$ cat src/design/rmsd_pkg.sv
`default_nettype none
package rmsd_pkg;

    localparam int MAX_LEN    = 1024;
    localparam int VAL_W      = 16;
    localparam int TERM_W     = 2 * VAL_W;
    localparam int SUM_W      = 42;
    localparam int CNT_W      = 11;
    localparam int DIST_W     = 24;
    localparam int FRAC_SHIFT = 16;
    localparam int RAD_W      = SUM_W + FRAC_SHIFT;
    localparam int ROOT_W     = RAD_W / 2;
    localparam int SQ_W       = ROOT_W + 3;
    localparam int STEP_W     = $clog2(SUM_W);

endpackage
`default_nettype wire

$ cat src/design/rms_or_mean_abs_distance.sv
`default_nettype none
// the pipeline drains after the last item, the divide and root run (skipped for a too-long
// vector) and the result is loaded, later while the result register is still full
// the shared compare-subtract unit runs a 42-step restoring divide then a 29-step square root
// throughput: one item per cycle within a vector; after a last item the input stalls until
// the result is loaded into the output register
// reset: aresetn synchronous active low clears accumulator, count, mode and output valid
module rms_or_mean_abs_distance
    import rmsd_pkg::*;
(
    input  wire logic                    aclk,
    input  wire logic                    aresetn,
    input  wire logic                    cfg_valid,
    output logic                         cfg_ready,
    input  wire logic                    cfg_data,
    input  wire logic                    s_valid,
    output logic                         s_ready,
    input  wire logic signed [VAL_W-1:0] s_first_value,
    input  wire logic signed [VAL_W-1:0] s_second_value,
    input  wire logic                    s_last_element,
    output logic                         m_valid,
    input  wire logic                    m_ready,
    output logic        [DIST_W-1:0]     m_distance,
    output logic        [CNT_W-1:0]      m_element_count,
    output logic                         m_too_long
);

    typedef enum logic [2:0] {
        ST_ACCUM,
        ST_DRAIN,
        ST_DIV,
        ST_SQRT,
        ST_DONE
    } state_t;

    state_t              state_reg;
    logic                mode_reg;
    logic                p1_valid_reg;
    logic                p1_mode_reg;
    logic [VAL_W-1:0]    p1_mag_reg;
    logic                p2_valid_reg;
    logic [TERM_W-1:0]   p2_term_reg;
    logic [SUM_W-1:0]    sum_reg;
    logic [CNT_W-1:0]    count_reg;
    logic                ovf_reg;
    logic [SUM_W-1:0]    quo_reg;
    logic [SQ_W-1:0]     rem_reg;
    logic [RAD_W-1:0]    rad_reg;
    logic [ROOT_W-1:0]   root_reg;
    logic [STEP_W-1:0]   step_reg;
    logic                m_valid_reg;
    logic [DIST_W-1:0]   m_distance_reg;
    logic [CNT_W-1:0]    m_count_reg;
    logic                m_too_long_reg;

    logic signed [VAL_W:0] diff;
    logic [VAL_W:0]        diff_abs;
    logic [VAL_W-1:0]      mag;
    logic                  s_accept;
    logic [SQ_W-1:0]       sub_a;
    logic [SQ_W-1:0]       sub_b;
    logic [SQ_W:0]         sub_diff;
    logic                  sub_ge;
    logic [SQ_W-1:0]       sub_res;
    logic [SUM_W-1:0]      quo_shift;
    logic [ROOT_W-1:0]     root_shift;

    assign cfg_ready       = 1'b1;
    assign s_ready         = (state_reg == ST_ACCUM);
    assign s_accept        = s_valid && s_ready;
    assign m_valid         = m_valid_reg;
    assign m_distance      = m_distance_reg;
    assign m_element_count = m_count_reg;
    assign m_too_long      = m_too_long_reg;

    assign diff     = {s_first_value[VAL_W-1], s_first_value}
                    - {s_second_value[VAL_W-1], s_second_value};
    assign diff_abs = diff[VAL_W] ? (~diff + 1'b1) : diff;
    assign mag      = diff_abs[VAL_W-1:0];

    // shared compare-subtract: divide step or root step
    always_comb begin
        sub_a = '0;
        sub_b = '0;
        case (state_reg)
            ST_DIV: begin
                sub_a = SQ_W'({rem_reg[CNT_W-1:0], quo_reg[SUM_W-1]});
                sub_b = SQ_W'(count_reg);
            end
            ST_SQRT: begin
                sub_a = {rem_reg[SQ_W-3:0], rad_reg[RAD_W-1:RAD_W-2]};
                sub_b = SQ_W'({root_reg, 2'b01});
            end
            default: begin
                sub_a = '0;
                sub_b = '0;
            end
        endcase
    end

    assign sub_diff   = {1'b0, sub_a} - {1'b0, sub_b};
    assign sub_ge     = ~sub_diff[SQ_W];
    assign sub_res    = sub_ge ? sub_diff[SQ_W-1:0] : sub_a;
    assign quo_shift  = {quo_reg[SUM_W-2:0], sub_ge};
    assign root_shift = {root_reg[ROOT_W-2:0], sub_ge};

    always_ff @(posedge aclk) begin
        if (!aresetn) begin
            state_reg    <= ST_ACCUM;
            mode_reg     <= 1'b0;
            p1_valid_reg <= 1'b0;
            p2_valid_reg <= 1'b0;
            sum_reg      <= '0;
            count_reg    <= '0;
            ovf_reg      <= 1'b0;
            step_reg     <= '0;
            m_valid_reg  <= 1'b0;
        end else begin
            if (cfg_valid) begin
                mode_reg <= cfg_data;
            end

            // accumulate pipeline: magnitude, term, sum
            p1_valid_reg <= 1'b0;
            p2_valid_reg <= p1_valid_reg;
            p2_term_reg  <= p1_mode_reg ? TERM_W'(p1_mag_reg) : p1_mag_reg * p1_mag_reg;
            if (p2_valid_reg) begin
                sum_reg <= sum_reg + SUM_W'(p2_term_reg);
            end

            if (m_valid_reg && m_ready) begin
                m_valid_reg <= 1'b0;
            end

            unique case (state_reg)
                ST_ACCUM: begin
                    if (s_accept) begin
                        if (count_reg >= CNT_W'(MAX_LEN)) begin
                            ovf_reg   <= 1'b1;
                            count_reg <= CNT_W'(MAX_LEN + 1);
                        end else begin
                            count_reg    <= count_reg + 1'b1;
                            p1_valid_reg <= 1'b1;
                            p1_mag_reg   <= mag;
                            p1_mode_reg  <= mode_reg;
                        end
                        if (s_last_element) begin
                            state_reg <= ST_DRAIN;
                        end
                    end
                end
                ST_DRAIN: begin
                    if (!p1_valid_reg && !p2_valid_reg) begin
                        sum_reg  <= '0;
                        quo_reg  <= sum_reg;
                        rem_reg  <= '0;
                        root_reg <= '0;
                        step_reg <= '0;
                        state_reg <= ovf_reg ? ST_DONE : ST_DIV;
                    end
                end
                ST_DIV: begin
                    rem_reg  <= sub_res;
                    quo_reg  <= quo_shift;
                    step_reg <= step_reg + 1'b1;
                    if (step_reg == STEP_W'(SUM_W - 1)) begin
                        rad_reg   <= {quo_shift, {FRAC_SHIFT{1'b0}}};
                        rem_reg   <= '0;
                        root_reg  <= '0;
                        step_reg  <= '0;
                        state_reg <= ST_SQRT;
                    end
                end
                ST_SQRT: begin
                    rem_reg  <= sub_res;
                    root_reg <= root_shift;
                    rad_reg  <= {rad_reg[RAD_W-3:0], 2'b00};
                    step_reg <= step_reg + 1'b1;
                    if (step_reg == STEP_W'(ROOT_W - 1)) begin
                        state_reg <= ST_DONE;
                    end
                end
                ST_DONE: begin
                    if (!m_valid_reg || m_ready) begin
                        m_valid_reg    <= 1'b1;
                        m_distance_reg <= ovf_reg ? '0 : root_reg[DIST_W-1:0];
                        m_count_reg    <= ovf_reg ? '0 : count_reg;
                        m_too_long_reg <= ovf_reg;
                        count_reg      <= '0;
                        ovf_reg        <= 1'b0;
                        state_reg      <= ST_ACCUM;
                    end
                end
                default: begin
                    state_reg <= ST_ACCUM;
                end
            endcase
        end
    end

endmodule
`default_nettype wire
$ cat config.mk
export PLATFORM = sky130hd
export DESIGN_NAME = rms_or_mean_abs_distance
export DESIGN_NICKNAME = d
export VERILOG_FILES = /design/src/design/rmsd_pkg.sv /design/src/design/rms_or_mean_abs_distance.sv
export SDC_FILE = /design/constraint.sdc
export NUM_CORES = 1
export LEC_CHECK = 0
export BUFFER_PORTS_ARGS = -buffer_cell sky130_fd_sc_hd__buf_2
export CAP_MARGIN = 20
export CORE_ASPECT_RATIO = 1.2
export CORE_MARGIN = 2
export CORE_UTILIZATION = 63
export DETAILED_ROUTE_END_ITERATION = 7
export PLACE_DENSITY = 0.81
export SKIP_LAST_GASP = 1
export SLEW_MARGIN = 15
export SYNTH_ARGS = -nofsm -noshare
export SYNTH_HDL_FRONTEND = slang
export SYNTH_SLANG_ARGS = --single-unit
$ cat constraint.sdc
create_clock -name aclk -period 7.9 [get_ports aclk]
set_clock_uncertainty 0.1 [all_clocks]
set_input_delay 0 -clock aclk [delete_from_list [all_inputs] [get_ports aclk]]
set_output_delay 0 -clock aclk [all_outputs]
set_load 0.005 [all_outputs]
Word level (Yosys, flattened, before mapping)
Cells that the tools add are included.

word-level totals
  memories = 0
  ROM bits = 0
  bits in latches = 0
  logic and storage cells = 108
  bits in writable memories = 0
  flip-flop bits (word level) = 311
  output and inout port bits = 39
  bits of input ports = 39

cells by class
  multiplexer cells = 41
  add/subtract/negate cells = 6
  multipliers = 1
  bitwise logic cells = 3
  shift-type cells = 0
  equal/unequal tests = 13
  reduce and logical (&&, ||, !) cells = 23
  divide/modulo/power cells = 0
  $lt $le $gt $ge = 1

operators by type and width
  cell                                           count
  two-way mux 42 bit                             4
  case mux 58 bit (2 select lines)               1
  two-way mux 30 bit                             3
  case mux 30 bit (3 select lines)               1
  case mux 29 bit (3 select lines)               1
  case mux 42 bit (2 select lines)               1
  case mux 32 bit (2 select lines)               1
  case mux 31 bit (2 select lines)               1
  two-way mux 29 bit                             2
  two-way mux 58 bit                             1
  adder 42 x 32 -> 42 bit                        1
  two-way mux 11 bit                             3
  subtractor 32 x 31 -> 33 bit                   1
  multiplier 16 x 16 -> 32 bit                   1
  two-way mux 16 bit                             2
  case mux 11 bit (2 select lines)               1
  two-way mux 3 bit                              7
  case mux 6 bit (3 select lines)                1
  AND reduction 3 bit                            6
  subtractor 16 x 16 -> 17 bit                   1
  adder 16 x 1 -> 16 bit, second input constant  1
  NOT 16 bit                                     1
  case mux 3 bit (5 select lines)                1
  two-way mux 6 bit                              2
  22 further kinds                               43

Logic depth before layout (Yosys ltp)
Gate-level depths: netlist of run 1.

  depth in word-level cells = 6
  depth in mapped cells = 25
  gate-level depth less buffers = 24

Worst setup path before layout of run 1
Ideal clock, no wire load.

  path kind = reg-to-reg
  start = register p1_mag_reg[10]
  end = register p2_term_reg[26] (data pin)
  path slack = 1,578 ps
  buffers on the path = 1
  data arrival time = 5,952 ps
  cell stages (with the launch flop) = 25
  period minus slack after synthesis = 6,322 ps
  library setup time = 269 ps
  required time = 7,531 ps
  path through = edfxtp_1 clkbuf_1 and2_1 fa_1 inv_1 fa_1 inv_1 fa_1 inv_1 fa_1 inv_1 fa_1 inv_1 fa_1 inv_1 ha_1 a21o_1 a21o_1 a21oi_1 o31a_1 o21ai_0 a221oi_1 nand2b_1 a211oi_1 nor3_1

between the ends
  longest elaborated chain between the ends = 1

ends and longest elaborated chain
  item                          RTL line                         source
  from (decl)                   rms_or_mean_abs_distance.sv:40   logic [VAL_W-1:0] p1_mag_reg;
  from (signal assigned)        rms_or_mean_abs_distance.sv:144  p1_mag_reg <= mag;
  multiplier 16 x 16 -> 32 bit  rms_or_mean_abs_distance.sv:126  p2_term_reg <= p1_mode_reg ? TERM_W'(p1_mag_reg) : p1_mag_reg * p1_mag_reg;
  to (signal assigned)          rms_or_mean_abs_distance.sv:126
  to (decl)                     rms_or_mean_abs_distance.sv:42   logic [TERM_W-1:0] p2_term_reg;

No other way between the ends.
A chain may end at the register's enable or synchronous reset.

Final worst setup path of run 1
  start = register p1_mag_reg[12]
  end = register p2_term_reg[26] (data pin)

The elaborated chain is that of the path after synthesis.

==> reports/results.txt, run 1 <==
Tcrit/Tclk final -> 0.887
Cell variety after synth -> 81
post-synthesis cell count -> 2528
largest net degree at the start of global routing -> 55
fin nets -> 2958
post-synth top area share -> 0.284
Clock Latency Late Sink -> 570 ps
status -> completed
FF+latch count, synth -> 295
Core ar. -> 0.0378 sq mm
first-pass GRT wire length -> 88500 um
min cycle time layout -> 7010 ps
setup TNS -> 0 ps
fill count -> 2778
Worst Tran Pin Value -> 1070 ps
Multi-input gate area -> 0.0144 sq mm
DRT iter0 DRCs -> 1159
starting density of the core -> 0.639
CP max stage cell -> edfxtp_1
Detail Placement HPWL -> 39600 um
Antenna Cells -> 0
CP Class -> reg -> reg
drt wl/cell -> 16.9 um
fin cells -> 3070
fmax -> 143 MHz
IO Port Bufs -> 76
# IOs -> 78
top cells by area, synth -> edfxtp_1 28%, fa_1 14%, ha_1 9.6%
Vias -> 18100
Most Frequent Cell on Critical Path -> fa_1
register area share after synthesis -> 0.339
hold crit path type -> in -> reg
row count -> 78
post-CTS sizing -> 0
Worst Path Required -> 8090 ps
number of remaining DRC errors -> 0
layout cells sized above 1 -> 0.0849
area delta synth->final -> 7.81%
Post-synth top cells -> 329 x inv_1, 314 x nand2_1, 228 x edfxtp_1
CP Max Fanout -> 14
setup bufs post-CTS -> 0
Synthesized Nets -> 2919
cts bufs inserted -> 31
CP delay by family, top -> adder cells
Slew HR -> 0.284
Worst-path clk slew -> 60 ps
Mean Syn Cell Area -> 9.55 sq um
First-pass DRT Iterations -> 7
Async SR Flop Fraction -> 0
yosys warns -> 0
RSZ-0062 raised after global routing -> no
CTS Sinks -> 295
clock root cell -> clkbuf_16
worst stage delay on the critical path -> 660 ps
largest area contributor in the netlist -> edfxtp_1
Final Hold Fails -> 0
Clock Tree Buf Depth -> 3
Die Area -> 0.0399 sq mm
most frequent cell after synthesis -> inv_1
CP Launch Type -> register
final estimated routing congestion in global placement -> 0.902
final WL -> 52000 um
Final Max Slew Viols -> 0
Worst EP arrival -> 7200 ps
post-route ant nets -> 0
Buffers & Inverters on Critical Path -> 4
Reg area -> 0.00819 sq mm
global-route usage over all layers -> 0.269
H-tree lvl count -> 1
placed insts -> 3001
total grt overflow -> 0
drt via density -> 5.90
number of synthesized flops with an enable pin -> 228
die height -> 218 um
Primary FF master, synth -> edfxtp_1
initial antenna violation count -> 0
crit end category -> register
Final setup violation count -> 0
chip width -> 183 um
cell area after synthesis -> 0.0241 sq mm
max cap viols -> 0
Hold Slack -> 23.2 ps
cells along the critical path -> inv_1 -> nor2_1 -> ha_1 -> xor2_1 -> fa_1 -> inv_1 -> fa_1 -> fa_1 -> fa_1 -> inv_1 -> fa_1 -> inv_1 -> ha_1 -> a21o_1 -> a21o_1 -> a21oi_1 -> o31a_1 -> o21ai_0 -> a221oi_1 -> nand2b_1 -> a211oi_1 -> nor3_1
CTS tree -> yes
number of global-route vias before repair -> 19100
worst reg2reg max path: stages, from the launching register on:
cell,delay (ps)
edfxtp_1,660
inv_1,270
nor2_1,260
ha_1,300
xor2_1,190
fa_1,550
inv_1,60
fa_1,520
fa_1,440
fa_1,540
inv_1,50
fa_1,530
inv_1,50
ha_1,340
a21o_1,180
a21o_1,170
a21oi_1,150
o31a_1,140
o21ai_0,220
a221oi_1,550
nand2b_1,120
a211oi_1,270
nor3_1,80
logic make-up (layout without fill, tap and decap cells):
group,Yosys count,after routing,share of synthesized area
AOI/OAI and AO/OA,418,418,0.112
xor gates and xnor gates,102,102,0.0370
adders and majority gates,352,352,0.234
buffers and inverters,432,494,0.0679
DFF,295,295,0.339
muxes,92,92,0.0406
other,1,1,0.000155
and+or+nand+nor,836,836,0.168
stage by stage:
step                      setup WS, ps  area (sq um)  utilization
after floorplan                   1580         24100            -
after global placement            1050         24900        0.659
after detailed placement           902         24900        0.659
after CTS                          896         26000        0.689
after global routing               461         26000        0.689
final                              892         26000        0.689
final cells by class:
type                    instances  share of cell area
clock buffers                  36              0.0309
clock inverters                20             0.00726
inverters                     329              0.0474
multi-input cells            1801               0.551
flip-flops and latches        295               0.315
well taps                     480              0.0231
repair buffers                109              0.0254
final timing paths:
path	start	end	slack [ps]	depth (start not counted)
worst min-delay path	s_first_value[0]	p1_mag_reg[1]$_DFFE_PP_	20	5
worst min register to register	sum_reg[37]$_SDFF_PN0_	sum_reg[37]$_SDFF_PN0_	380	2
worst max-delay path	p1_mag_reg[12]$_DFFE_PP_	p2_term_reg[26]$_SDFFCE_PP0P_	890	22
worst max register to register	p1_mag_reg[12]$_DFFE_PP_	p2_term_reg[26]$_SDFFCE_PP0P_	890	22
layer usage:
metal  global-route usage  part of all wire
met5                    0                 0
met4                0.103             0.035
met3               0.0265             0.044
met1                0.309              0.40
met2                0.512              0.53
repair_timing:
action                                  in CTS  in global routing
endpoints found under the hold margin       28                  0
endpoints found under the setup margin       0                  0
hold buffers                                13                  0
layout by cell type, fill, tap and decap left out, types with 67 or more instances in the layout:
cell and instances:
inv_1 329, nand2_1 314, edfxtp_1 228, ha_1 185, fa_1 167, nor2_1 154
a21oi_1 129, buf_2 76, a21o_1 70, o21ai_0 69, and3_1 68, and2_1 67
Power of run 1 is not shown: default switching activity piles up to over one toggle a cycle in this logic, so the estimate is an artifact.
==> run 2: changes to the inputs <==
--- a/config.mk
+++ b/config.mk
@@ -8,10 +8,9 @@
 export BUFFER_PORTS_ARGS = -buffer_cell sky130_fd_sc_hd__buf_2
 export CAP_MARGIN = 20
 export CORE_ASPECT_RATIO = 1.2
-export CORE_MARGIN = 2
-export CORE_UTILIZATION = 63
+export CORE_UTILIZATION = 58
 export DETAILED_ROUTE_END_ITERATION = 7
-export PLACE_DENSITY = 0.81
+export PLACE_DENSITY = 0.78
 export SKIP_LAST_GASP = 1
 export SLEW_MARGIN = 15
 export SYNTH_ARGS = -nofsm -noshare
==> constraint.sdc (replaced) <==
create_clock -name aclk -period 6 [get_ports aclk]
set_clock_uncertainty 0.1 [all_clocks]
set_input_delay 0 -clock aclk [delete_from_list [all_inputs] [get_ports aclk]]
set_output_delay 0 -clock aclk [all_outputs]
set_load 0.005 [all_outputs]
==> run 2 against run 1 <==
Compared with the run above:
- critical path depth down 1
- routed wire length up 3.9%
- the flow now finishes with violations (negative setup slack)
- hold slack better by 25 ps
==> reports/results.txt, run 2 (synthesis results as in run 1) <==
R2R depth -> 21 (-4.5%)
failing checks -> negative setup slack
Clock Tree Buf Depth -> 3 (unchanged)
crit end category -> register
commonest non-fill, non-tap cell in the layout -> inv_1
largest net degree at the start of global routing -> 54 (-1.8%)
pre-CTS WS -> -191 ps (-1090 ps)
reg-to-reg endpoint -> p2_term_reg[26]$_SDFFCE_PP0P_
Final setup violation count -> 5 (+5)
Worst Path Required -> 6190 ps (-1900 ps)
CP Max Fanout -> 4 (-10)
final WL -> 54000 um (+3.9%)
Worst Tran Pin Value -> 1060 ps (-11.3 ps)
Core ar. -> 0.0409 sq mm (+8.4%)
clock root cell -> clkbuf_16
min cycle time layout -> 6120 ps (-891 ps)
CP Class -> reg -> reg
Worst EP arrival -> 6310 ps (-890 ps)
layout cells sized above 1 -> 0.165 (+0.0798)
cts bufs inserted -> 31 (unchanged)
Tcrit/Tclk final -> 1.02 (+0.132)
CP Launch Type -> register
# IOs -> 78 (unchanged)
H-tree lvl count -> 1 (unchanged)
FF-to-FF setup slack -> -120 ps (-1010 ps)
commonest non-fill, non-tap cells in the layout -> 314 x inv_1, 301 x nand2_1, 228 x edfxtp_1, 172 x ha_1, 159 x fa_1
fill count -> 3083 (+11%)
Cells on Worst Hold Path -> 5 (unchanged)
Antenna Cells -> 0 (unchanged)
Hold Slack -> 48.3 ps (+25.1 ps)
CTS Sinks -> 295 (unchanged)
Final Hold Fails -> 0 (unchanged)
first-pass GRT wire length -> 89800 um (+1.5%)
chip width -> 188 um (+3.0%)
Worst-path clk slew -> 80 ps (+20 ps)
row count -> 81 (+3.8%)
Vias -> 18500 (+2.3%)
starting density of the core -> 0.590 (-0.0496)
Die Area -> 0.0425 sq mm (+6.4%)
Final Core Density -> 0.675 (-0.0146)
drt via density -> 5.68 (-3.7%)
drt wl/cell -> 16.6 um (-2.1%)
post-route ant nets -> 0 (unchanged)
IO Port Bufs -> 76 (unchanged)
hold crit path type -> in -> reg
die height -> 226 um (+3.2%)
CTS tree -> yes
FF-to-FF Start -> p1_mag_reg[4]$_DFFE_PP_
fin nets -> 3086 (+4.3%)
status -> complete, but fails checks
total grt overflow -> 0 (unchanged)
Clock Latency Late Sink -> 580 ps (about the same)
number of remaining DRC errors -> 0 (unchanged)
RSZ-0062 raised after global routing -> yes
final estimated routing congestion in global placement -> 0.920 (+2.0%)
Final Max Slew Viols -> 0 (unchanged)
number of global-route vias before repair -> 19100 (-0.28%)
initial antenna violation count -> 0 (unchanged)
First-pass DRT Iterations -> 5 (-2)
fin worst setup slack -> -117 ps (-1010 ps)
DRT iter0 DRCs -> 941 (-19%)
hold endpoint -> p1_mag_reg[14]$_DFFE_PP_
area delta synth->final -> 14.4%
global-route usage over all layers -> 0.256 (-0.0124)
max cap viols -> 0 (unchanged)
hold wc startpoint -> s_second_value[14]
Detail Placement HPWL -> 40800 um (+3.1%)
fmax -> 163 MHz (+15%)
Slew HR -> 0.292 (+0.00752)
==> run 2: cell types whose count changed in the layout (fill, tap and decap cells not counted), sizes merged <==
cell         change
clkinv           -2
dlygate4sd3      -1
inv              -2
clkbuf           +3
clkinvlp         +3
buf            +129
==> run 2: metal layers <==
metal | wire, um | GRT usage
met5 | 0 | 0
met4 | 2140 | 0.111
met3 | 1730 | 0.0230
met2 | 28700 | 0.489
met1 | 21400 | 0.288
==> run 2: stage by stage <==
stage,instances,TNS (ps),area [sq um]
after floorplan,2528,0,24300
final,3259,-239,27600
after global placement,3147,-378,25700
after global routing,3259,-2180,27600
after detailed placement,3147,-794,25700
after CTS,3234,-28.5,27200
==> run 2: worst max path at each step <==
stage,start,endpoint,slack [ps],depth (start not counted)
6_report,p1_mag_reg[4]$_DFFE_PP_,p2_term_reg[26]$_SDFFCE_PP0P_,-120,21
3_3_place_gp,p1_mag_reg[10]$_DFFE_PP_,p2_term_reg[28]$_SDFFCE_PP0P_,-120,23
3_5_place_dp,p1_mag_reg[10]$_DFFE_PP_,p2_term_reg[26]$_SDFFCE_PP0P_,-190,23
4_1_cts,p1_mag_reg[10]$_DFFE_PP_,p2_term_reg[26]$_SDFFCE_PP0P_,-30,23
5_1_grt,p1_mag_reg[4]$_DFFE_PP_,p2_term_reg[27]$_SDFFCE_PP0P_,-280,23
2_1_floorplan,p1_mag_reg[4]$_DFFE_PP_,p2_term_reg[27]$_SDFFCE_PP0P_,10,20
==> run 2: area by class of cell <==
| type | count | area, sq um | area share |
|---|---|---|---|
| well taps | 539 | 674 | 0.0244 |
| repair buffers | 237 | 1710 | 0.0621 |
| flip-flops and latches | 295 | 8190 | 0.297 |
| clock inverters | 19 | 190 | 0.00689 |
| inverters | 329 | 1230 | 0.0447 |
| multi-input cells | 1801 | 14700 | 0.534 |
| clock buffers | 39 | 867 | 0.0314 |
==> run 2: timing repair <==
action	4_1_cts	5_1_grt
setup endpoints to repair	9	17
gates resized for setup	51	66
endpoints found under the hold margin	21	0
pin swaps	45	63
setup buffers	17	25
hold buffers	12	0
==> run 2: critical path, cell delays in order (launching register included) <==
cell      delay [ps]
edfxtp_1         480
buf_6            150
nand2_2           60
fa_2             620
inv_1             80
fa_1             450
fa_2             590
fa_1             420
fa_1             500
inv_1             60
fa_1             530
inv_1             40
ha_2             180
a21o_1           170
a21o_1           180
a21oi_2          150
o31a_1           200
o21ai_4          100
a221oi_4         350
nand2b_1         130
a211oi_2         220
nor3_1            70
Power of run 2 is left out for the same reason.
